## src/rtl/sme_pkg.sv

```systemverilog
`default_nettype none
// ----------------------------------------------------------------------------
// Stable matching engine package
// Shared types and constants for the stable matching engine.
// ----------------------------------------------------------------------------
package sme_pkg;

  // Fixed field widths.
  localparam int unsigned IdxW  = 4;
  localparam int unsigned CfgW  = 5;
  localparam int unsigned MaxGroup = 16;

  // Controller states.
  typedef enum logic [2:0] {
    ST_LOAD,
    ST_INIT,
    ST_FIND,
    ST_READ_LIST,
    ST_READ_RANK,
    ST_DECIDE,
    ST_OUT_SEND
  } state_e;

endpackage
`default_nettype wire

```

## src/rtl/stable_matching_engine_unit.sv

```systemverilog
`default_nettype none
// ----------------------------------------------------------------------------
// Stable matching engine
// Loads preference tables and runs proposer-optimal deferred acceptance.
// ----------------------------------------------------------------------------
// Usage:
//   The input channel (in_valid_i / in_ready_o) takes one table entry per
//   transaction: a proposer list entry and an acceptor list entry for the
//   same person and rank. Loading runs at one transaction per cycle.
//   An entry with final_entry_i set starts the run: a setup state, then
//   ST_FIND and ST_READ_LIST per proposal, plus ST_READ_RANK and ST_DECIDE
//   when the acceptor already has a partner (both ranks share the one read
//   port), up to N*N proposals, and a last ST_FIND sees all are matched.
//   The N results then leave on the output channel (out_valid_o /
//   out_ready_i), one per ready cycle, proposers in index order; end_of_run_o
//   marks the last one. From the final entry until the last result is
//   taken no new entry is accepted, and a stalled receiver simply holds
//   the current result.
//   group_size_we_i / group_size_i write the group size, which resets to 16.
//   Reset returns the block to loading; the tables stay undefined.
// ----------------------------------------------------------------------------
module stable_matching_engine_unit #(
  parameter int unsigned MaxPeople = 16
) (
  input  wire                      clk_i,
  input  wire                      rst_ni,
  input  wire                      group_size_we_i,
  input  wire [sme_pkg::CfgW-1:0]  group_size_i,
  input  wire                      in_valid_i,
  output logic                     in_ready_o,
  input  wire [sme_pkg::IdxW-1:0]  person_i,
  input  wire [sme_pkg::IdxW-1:0]  rank_i,
  input  wire [sme_pkg::IdxW-1:0]  proposer_choice_i,
  input  wire [sme_pkg::IdxW-1:0]  acceptor_choice_i,
  input  wire                      final_entry_i,
  output logic                     out_valid_o,
  input  wire                      out_ready_i,
  output logic [sme_pkg::IdxW-1:0] proposer_index_o,
  output logic [sme_pkg::IdxW-1:0] partner_index_o,
  output logic                     end_of_run_o,
  output logic                     failed_o
);
  import sme_pkg::*;

  localparam int unsigned PW    = (MaxPeople > 1) ? $clog2(MaxPeople) : 1;
  localparam int unsigned AddrW = 2 * PW;
  localparam int unsigned Eff   = (MaxPeople < MaxGroup) ? MaxPeople : MaxGroup;

  // Memories: proposer lists and inverted acceptor lists.
  logic [IdxW-1:0] plist_mem [2**AddrW];
  logic [IdxW-1:0] arank_mem [2**AddrW];

  logic [CfgW-1:0] group_q;
  state_e          state_q, state_d;
  logic [CfgW-1:0] n_q, n_d;
  logic [IdxW-1:0] m_q, m_d;         // current proposer / output index
  logic [IdxW-1:0] w_q, w_d;         // acceptor proposed to
  logic [IdxW-1:0] rank_m_q, rank_m_d;
  logic            failed_q, failed_d;
  logic [MaxGroup-1:0] free_q, free_d, matched_q, matched_d;
  logic [CfgW-1:0] nextp_q [MaxGroup];
  logic [CfgW-1:0] nextp_d [MaxGroup];
  logic [IdxW-1:0] apart_q [MaxGroup];
  logic [IdxW-1:0] apart_d [MaxGroup];

  // Read port and helper signals.
  logic             pl_re, ar_re;
  logic [AddrW-1:0] pl_ra, ar_ra;
  logic [IdxW-1:0]  pl_rd_q, ar_rd_q;
  logic             in_acc, wr_ok;
  logic [IdxW-1:0]  free_sel;
  logic             free_any;
  logic [IdxW-1:0]  partner_sel;
  logic [IdxW-1:0]  cur_partner;
  logic [CfgW-1:0]  m_ext;

  assign in_acc      = in_valid_i && in_ready_o;
  assign wr_ok       = in_acc && (32'(person_i) < MaxPeople) && (32'(rank_i) < MaxPeople);
  assign cur_partner = apart_q[w_q];
  assign m_ext       = CfgW'(m_q);

  // Configuration register.
  always_ff @(posedge clk_i or negedge rst_ni) begin
    if (!rst_ni) begin
      group_q <= CfgW'(MaxGroup);
    end else if (group_size_we_i) begin
      group_q <= group_size_i;
    end
  end

  // Table memory writes and registered reads.
  always_ff @(posedge clk_i) begin
    if (wr_ok) begin
      plist_mem[{PW'(person_i), PW'(rank_i)}] <= proposer_choice_i;
      if (32'(acceptor_choice_i) < MaxPeople) begin
        arank_mem[{PW'(person_i), PW'(acceptor_choice_i)}] <= rank_i;
      end
    end
    if (pl_re) pl_rd_q <= plist_mem[pl_ra];
    if (ar_re) ar_rd_q <= arank_mem[ar_ra];
  end

  // Lowest-indexed free proposer.
  always_comb begin
    free_sel = '0;
    free_any = 1'b0;
    for (int i = MaxGroup - 1; i >= 0; i--) begin
      if (free_q[i] && (CfgW'(i) < n_q)) begin
        free_sel = IdxW'(i);
        free_any = 1'b1;
      end
    end
  end

  // Acceptor holding the proposer being reported.
  always_comb begin
    partner_sel = '0;
    for (int i = MaxGroup - 1; i >= 0; i--) begin
      if (matched_q[i] && (apart_q[i] == m_q)) begin
        partner_sel = IdxW'(i);
      end
    end
  end

  // Next-state logic.
  always_comb begin
    state_d = state_q;
    case (state_q)
      ST_LOAD:      if (in_acc && final_entry_i) state_d = ST_INIT;
      ST_INIT:      state_d = ST_FIND;
      ST_FIND: begin
        if (!free_any || (nextp_q[free_sel] >= n_q)) state_d = ST_OUT_SEND;
        else state_d = ST_READ_LIST;
      end
      ST_READ_LIST: begin
        if ((CfgW'(pl_rd_q) >= n_q) || !matched_q[pl_rd_q]) state_d = ST_FIND;
        else state_d = ST_READ_RANK;
      end
      ST_READ_RANK: state_d = ST_DECIDE;
      ST_DECIDE:    state_d = ST_FIND;
      ST_OUT_SEND: begin
        if (out_ready_i && (m_ext + CfgW'(1) == n_q)) state_d = ST_LOAD;
      end
      default:      state_d = ST_LOAD;
    endcase
  end

  // Datapath and memory control.
  always_comb begin
    n_d = n_q; m_d = m_q; w_d = w_q; rank_m_d = rank_m_q;
    failed_d = failed_q; free_d = free_q; matched_d = matched_q;
    for (int i = 0; i < MaxGroup; i++) begin
      nextp_d[i] = nextp_q[i];
      apart_d[i] = apart_q[i];
    end
    pl_re = 1'b0; ar_re = 1'b0;
    pl_ra = {PW'(free_sel), PW'(nextp_q[free_sel])};
    ar_ra = {PW'(pl_rd_q), PW'(m_q)};
    case (state_q)
      ST_INIT: begin
        free_d = '1; matched_d = '0; failed_d = 1'b0; m_d = '0;
        if (group_q == '0) n_d = CfgW'(1);
        else if (group_q > CfgW'(Eff)) n_d = CfgW'(Eff);
        else n_d = group_q;
        for (int i = 0; i < MaxGroup; i++) nextp_d[i] = '0;
      end
      ST_FIND: begin
        // Issue the list read for the chosen proposer, or end the run.
        if (!free_any) begin
          m_d = '0;
        end else if (nextp_q[free_sel] >= n_q) begin
          failed_d = 1'b1;
          m_d = '0;
        end else begin
          pl_re = 1'b1;
          m_d = free_sel;
          nextp_d[free_sel] = nextp_q[free_sel] + CfgW'(1);
        end
      end
      ST_READ_LIST: begin
        // A choice beyond the group just uses up the rank.
        if (CfgW'(pl_rd_q) < n_q) begin
          if (!matched_q[pl_rd_q]) begin
            matched_d[pl_rd_q] = 1'b1;
            apart_d[pl_rd_q] = m_q;
            free_d[m_q] = 1'b0;
          end else begin
            w_d = pl_rd_q;
            ar_re = 1'b1;
          end
        end
      end
      ST_READ_RANK: begin
        // Keep the proposer's rank, then read the current partner's rank.
        rank_m_d = ar_rd_q;
        ar_re = 1'b1;
        ar_ra = {PW'(w_q), PW'(cur_partner)};
      end
      ST_DECIDE: begin
        // On equal ranks the acceptor keeps her current partner.
        if (rank_m_q < ar_rd_q) begin
          apart_d[w_q] = m_q;
          free_d[m_q] = 1'b0;
          free_d[cur_partner] = 1'b1;
        end
      end
      ST_OUT_SEND: if (out_ready_i) m_d = m_q + IdxW'(1);
      default: ;
    endcase
  end

  // Output logic.
  always_comb begin
    in_ready_o       = (state_q == ST_LOAD);
    out_valid_o      = (state_q == ST_OUT_SEND);
    proposer_index_o = m_q;
    partner_index_o  = failed_q ? '0 : partner_sel;
    end_of_run_o     = (m_ext + CfgW'(1) == n_q);
    failed_o         = failed_q;
  end

  // State registers.
  always_ff @(posedge clk_i or negedge rst_ni) begin
    if (!rst_ni) begin
      state_q   <= ST_LOAD;
      n_q       <= CfgW'(Eff);
      m_q       <= '0;
      w_q       <= '0;
      rank_m_q  <= '0;
      failed_q  <= 1'b0;
      free_q    <= '1;
      matched_q <= '0;
      for (int i = 0; i < MaxGroup; i++) begin
        nextp_q[i] <= '0;
        apart_q[i] <= '0;
      end
    end else begin
      state_q   <= state_d;
      n_q       <= n_d;
      m_q       <= m_d;
      w_q       <= w_d;
      rank_m_q  <= rank_m_d;
      failed_q  <= failed_d;
      free_q    <= free_d;
      matched_q <= matched_d;
      for (int i = 0; i < MaxGroup; i++) begin
        nextp_q[i] <= nextp_d[i];
        apart_q[i] <= apart_d[i];
      end
    end
  end

endmodule
`default_nettype wire

```

## config.mk

```make
export PLATFORM = sky130hd
export DESIGN_NAME = stable_matching_engine_unit
export DESIGN_NICKNAME = d
export VERILOG_FILES = /design/src/rtl/sme_pkg.sv /design/src/rtl/stable_matching_engine_unit.sv
export SDC_FILE = /design/constraint.sdc
export NUM_CORES = 2
export LEC_CHECK = 0
export BUFFER_PORTS_ARGS = -buffer_cell sky130_fd_sc_hd__buf_2
export CAP_MARGIN = 20
export CELL_PAD_IN_SITES_DETAIL_PLACEMENT = 2
export CELL_PAD_IN_SITES_GLOBAL_PLACEMENT = 2
export CORE_ASPECT_RATIO = 0.8
export CORE_MARGIN = 4
export CORE_UTILIZATION = 51
export CTS_BUF_LIST = sky130_fd_sc_hd__clkbuf_4
export DETAILED_ROUTE_END_ITERATION = 6
export HOLD_SLACK_MARGIN = 0.03
export PLACE_DENSITY = 0.95
export SLEW_MARGIN = 20
export SYNTH_ARGS = -nofsm -noshare
export SYNTH_HDL_FRONTEND = slang
export SYNTH_SLANG_ARGS = --single-unit
```

## constraint.sdc

```tcl
create_clock -name clk_i -period 15.1 [get_ports clk_i]
set_input_delay 0 -clock clk_i [delete_from_list [all_inputs] [get_ports clk_i]]
set_output_delay 0 -clock clk_i [all_outputs]
set_load 0.02 [all_outputs]
```

==> results of run 1 <==
logic make-up after synthesis:
| group | after synthesis | synth area share (%) |
|---|---|---|
| AND/OR/NAND/NOR | 2963 | 13.5 |
| flip-flops | 2258 | 69.9 |
| AO/OA/AOI/OAI | 1422 | 10.2 |
| buffers and inverters | 589 | 2.69 |
| multiplexers | 246 | 2.98 |
| XOR/XNOR | 58 | 0.531 |
| adder cells (fa/ha/maj) | 18 | 0.234 |
cell usage after synthesis, drive strengths merged, types with 6 or more instances:
master	n	area (sq um)
nor4	18	128
a31oi	220	1390
nor3b	8	60.1
buf	202	1120
inv	32	125
mux4	25	563
o211ai	15	113
o31ai	12	109
clkbuf	354	1330
and2	286	1790
nand2	1450	5450
a22oi	16	120
edfxtp	2056	61700
a21o	12	90.1
o2111ai	13	114
a32o	13	130
a31o	6	52.6
nand3	384	1920
a311oi	172	1510
o21ai	193	966
or2	6	40.0
nor3	28	151
a211oi	394	2960
a221oi	16	140
dfstp	18	473
nand2b	13	81.3
o22ai	18	113
xnor2	19	166
dfrtp	184	4600
o41ai	6	60.1
ha	17	213
mux2	60	676
mux2i	161	1610
nor2	640	2410
and3	63	394
nand4	29	181
nor2b	22	138
xor2	39	342
a21oi	237	1210
a32oi	34	298
metrics by stage:
stage | area [sq um] | hold slack (ps)
2_1_floorplan | 95600 | -296
3_3_place_gp | 97900 | 14.4
==> run summary, run 1 <==
The flow did not finish. The failing step was detailed placement. The first error in the log reads "[ERROR DPL-0033] detailed placement checks failed during check placement". The floorplan die width works out to 492 microns. After synthesis the netlist holds a flip-flop and latch count of 2258. The run gives 7598 as the net count of the mapped netlist. Averaged over all synthesized cells, the footprint is 12.7 sq um.

In this run, synthesis inferred 2056 flip-flops with an integrated enable. The run gives 279000 microns as the HPWL after detailed placement. For this configuration, the core starts out at a cell density of 51.5%. Sequential cells were found to cover 69.9% of the synthesized design area. Yosys printed 0 warnings. In this run the vertical extent of the chip is 395 microns. The netlist area before placement is 95600 sq um. The post-synthesis instance total is 7554, and the final weighted congestion in routability-driven placement is 0.858.

Number of distinct library cells after synthesis: 92. The I/O pin count is 39, and the count of buffers inserted at the top-level ports is 38. In the synthesized netlist the async set-or-reset flop fraction comes to 8.95%.

The initialized floorplan defines 141 standard-cell rows. The leading register cell type out of synthesis is sky130_fd_sc_hd__edfxtp_1.
==> run 2: changes to the inputs <==
CELL_PAD_IN_SITES_DETAIL_PLACEMENT = default   (was 2)
CELL_PAD_IN_SITES_GLOBAL_PLACEMENT = default   (was 2)
CORE_ASPECT_RATIO = default   (was 0.8)
CORE_UTILIZATION = 40   (was 51)
CTS_BUF_LIST = default   (was sky130_fd_sc_hd__clkbuf_4)
HOLD_SLACK_MARGIN = default   (was 0.03)
PLACE_DENSITY = default   (was 0.95)
PLACE_DENSITY_LB_ADDON = 0.15   (was default)
==> run summary, run 2 <==
The run finished, with violations left. The checks that failed: design-rule violations. The tool flagged a number of max-cap violations equal to 0. The root buffer cell chosen for the clock tree is sky130_fd_sc_hd__clkbuf_16. The number of remaining DRC errors is 1, and the upper clock frequency limit is 117 MHz.

The logs give 6580 ps for the setup slack of the most critical reg-to-reg path and 238000 sq um for the placeable core area. The worst hold path terminates at plist_mem[252][3]. The final weighted congestion in routability-driven placement is 0.848. The run gives 0 as the total count of hold-check failures in the final report. Pin placement for this block handled 39 I/O pins. The most common library cell in the layout ignoring fill and taps was sky130_fd_sc_hd__edfxtp_1.

The initial utilization of the core area, before any placement, comes to 40.2%. For the final net count, the log shows 7505. The number of clock buffers added by TritonCTS is 237. The logs give 413000 microns for the first-pass GRT wire length and 0 for the number of slew-limit violations in the final report.

In the layout the commonest cells are sky130_fd_sc_hd__edfxtp_1 (2056), sky130_fd_sc_hd__nand2_1 (1434), sky130_fd_sc_hd__nor2_1 (633). The count of final setup violators is 0. The capture point of the worst reg-to-reg path was pl_rd_q[1].

Residual antenna-violating net count after detailed routing: 0. Wires add up to 278000 microns. At the later pin of the worst-skew pair, clock insertion delay measures 880 ps. Overall die height: 497 microns.

For the worst flop-to-flop path, the logic depth is 18. The flip-flop and latch count after synthesis is 2258. The count of buffers inserted at the top-level ports came out at 38. The worst hold path belongs to the class in -> reg.

The tools report the worst hold slack after final layout as 138 ps. The critical register-to-register path startpoint is n_q[4]. Entering global routing, the biggest net connects 175 pins. The critical path data required time was 15660 ps. The run gives 11 as the initial antenna violation count.

STA classifies the critical path startpoint as a flop. The cts-stage hold buffer count came out at 40. The layout has 21600 filler cells. The ratio of cells with drive above 1 in the final layout was 8.92%; the total number of placement rows was 179. The number of global-route vias before repair was 61400.

TritonCTS built the clock tree. Buffer count from post-CTS setup fixing: 0. The floorplan die width was 497 microns; the number of clock sinks was 2258. After legalization and detailed placement, the total HPWL measured 164000 microns. The first detailed-routing pass took 7 iterations.

Most numerous cell in the Yosys netlist: sky130_fd_sc_hd__edfxtp_1. The post-synthesis instance total is 7554. The run gives 6830 ps as the placement-stage worst setup slack. The all-layer global routing usage came out at 22.0%. The clock passes through at most 3 buffers. Headroom to the max-slew limit came out at 21.8%. Area enclosed by the die boundary: 247000 sq um. The clock slew at the register clock pins of the worst setup and hold paths was 60 ps. The share of async-settable or async-resettable flops after synthesis came out at 8.95%. The average instance in the mapped netlist occupies 12.7 sq um. The maximum level of the CTS H-tree was 4. The worst hold path passes through 4 cells. Once layout is done, the placed cells without fillers occupy 107000 sq um.

Synthesis produced a netlist with a net count of 7598. The commonest cells after synthesis are sky130_fd_sc_hd__edfxtp_1 (2056), sky130_fd_sc_hd__nand2_1 (1449), sky130_fd_sc_hd__nor2_1 (638). The final routed wire length divided by cell count was 25.7 microns; the data arrival time of the critical path was 9080 ps. Adding up every negative setup slack in the final design gives 0 ps.

For this run the aggregate overflow at the end of global routing stands at 0. The kind of capture point of the worst setup path was a flop. The register area share after synthesis came out at 69.9%. By area the synthesized netlist is led by sky130_fd_sc_hd__edfxtp_1 (65%), sky130_fd_sc_hd__nand2_1 (5.7%), sky130_fd_sc_hd__dfrtp_1 (4.8%), sky130_fd_sc_hd__a211oi_1 (3.1%), sky130_fd_sc_hd__nor2_1 (2.5%).

The clock period could shrink to 8520 ps. The final critical path takes up 56.4% of the cycle. The number of synthesized flops with an enable pin is 2056, and the via count is 61900.

The worst setup path is of the reg -> reg kind. For the pin with the worst max-slew slack, the measured transition is 1170 ps. For this run, the number of Yosys warnings is 0. Setup repair after global routing left no endpoint under its margin. The netlist uses 92 different library cells. For this block, the initial DRC count from the detailed router was 5920. In the routed layout, each cell is associated on average with a via count of 5.72. The cell type with the highest aggregate area in the netlist is sky130_fd_sc_hd__edfxtp_1. The largest registers in the layout are arank_mem x1024, plist_mem x1024, nextp_q x80. Among all flip-flop cells after synthesis, the most frequent one is sky130_fd_sc_hd__edfxtp_1. Startpoint of the worst hold path: person_i[0]. Summing every instance area after synthesis gives 95600 sq um.

The tools report the worst setup skew after layout as 22.6 ps. The critical-path maximum fanout came out at 149. Across all setup checks in the final design, the least slack found is 6580 ps.

After detailed placement, the total cell area comes to 98900 sq um. The post-cts sizing count is 0. The area growth from synthesis to layout is 11.7%. After synthesis, the largest area contributor takes up 64.6% of total cell area.
[run 2: cell families after synthesis]
logic type	share of synthesized area [%]
DFF	69.9
and+or+nand+nor	13.5
adders and majority gates	0.234
buffers and inverters	2.69
AOI/OAI and AO/OA	10.2
xor gates and xnor gates	0.531
muxes	2.98
[run 2: cell type report]
cell class                 instances  area (sq um)  area share, %
sequential                      2258         66800           62.5
tap                             3167          3960           3.71
clock inverter                   131          1170           1.10
timing repair buffer             224          1920           1.80
inverter                          33           149          0.139
antenna                            6          15.0         0.0141
multi-input combinational       4707         26500           24.8
clock buffer                     304          6350           5.94
[run 2: worst max-delay path, stage by stage (launching register included)]
cell                        delay, ps
sky130_fd_sc_hd__dfstp_2          800
sky130_fd_sc_hd__nor2_1           150
sky130_fd_sc_hd__or4b_1           570
sky130_fd_sc_hd__a21oi_1          250
sky130_fd_sc_hd__o21ai_1          200
sky130_fd_sc_hd__nand2_2          680
sky130_fd_sc_hd__mux2_1           400
sky130_fd_sc_hd__a311o_1          400
sky130_fd_sc_hd__nor3_4           200
sky130_fd_sc_hd__buf_4            590
sky130_fd_sc_hd__clkinv_8         650
sky130_fd_sc_hd__buf_12           500
sky130_fd_sc_hd__nand2_1          210
sky130_fd_sc_hd__nand3_1          120
sky130_fd_sc_hd__a22o_1           250
sky130_fd_sc_hd__o21ai_0          720
sky130_fd_sc_hd__o311ai_1         380
sky130_fd_sc_hd__a2111oi_0        560
sky130_fd_sc_hd__nand4_1          240
[run 2: worst max path at each step]
| stage | start | end | slack (ps) | cells past startpoint |
|---|---|---|---|---|
| 3_3_place_gp | n_q[4] | pl_rd_q[1] | 6880 | 18 |
| 4_1_cts | n_q[4] | state_q[0] | 6690 | 22 |
| 6_report | n_q[4] | pl_rd_q[1] | 6580 | 18 |
| 3_5_place_dp | n_q[4] | pl_rd_q[1] | 6830 | 18 |
| 2_1_floorplan | n_q[4] | nextp_q[75] | 9840 | 25 |
| 5_1_grt | n_q[4] | state_q[0] | 6220 | 22 |
[run 2: per-layer routing]
metal	up-vias	wire [microns]	GRT usage (%)
met5	-	38	0
met4	6	8410	6.61
met3	463	15500	3.04
met2	1946	132000	35.9
met1	31500	122000	30.8
li1	28000	-	-
[run 2: through the flow]
step / utilization [%] / instances
final: 44.9 / 10800
after global routing: 44.9 / 10800
after CTS: 44.9 / 10800
after detailed placement: 41.6 / 10300
after global placement: 41.5 / 10300
after floorplan: - / 7554
Power of run 2 is left out: the tool's default activity adds up to more than one toggle a clock period on the data nets, which glitch-free logic cannot reach.
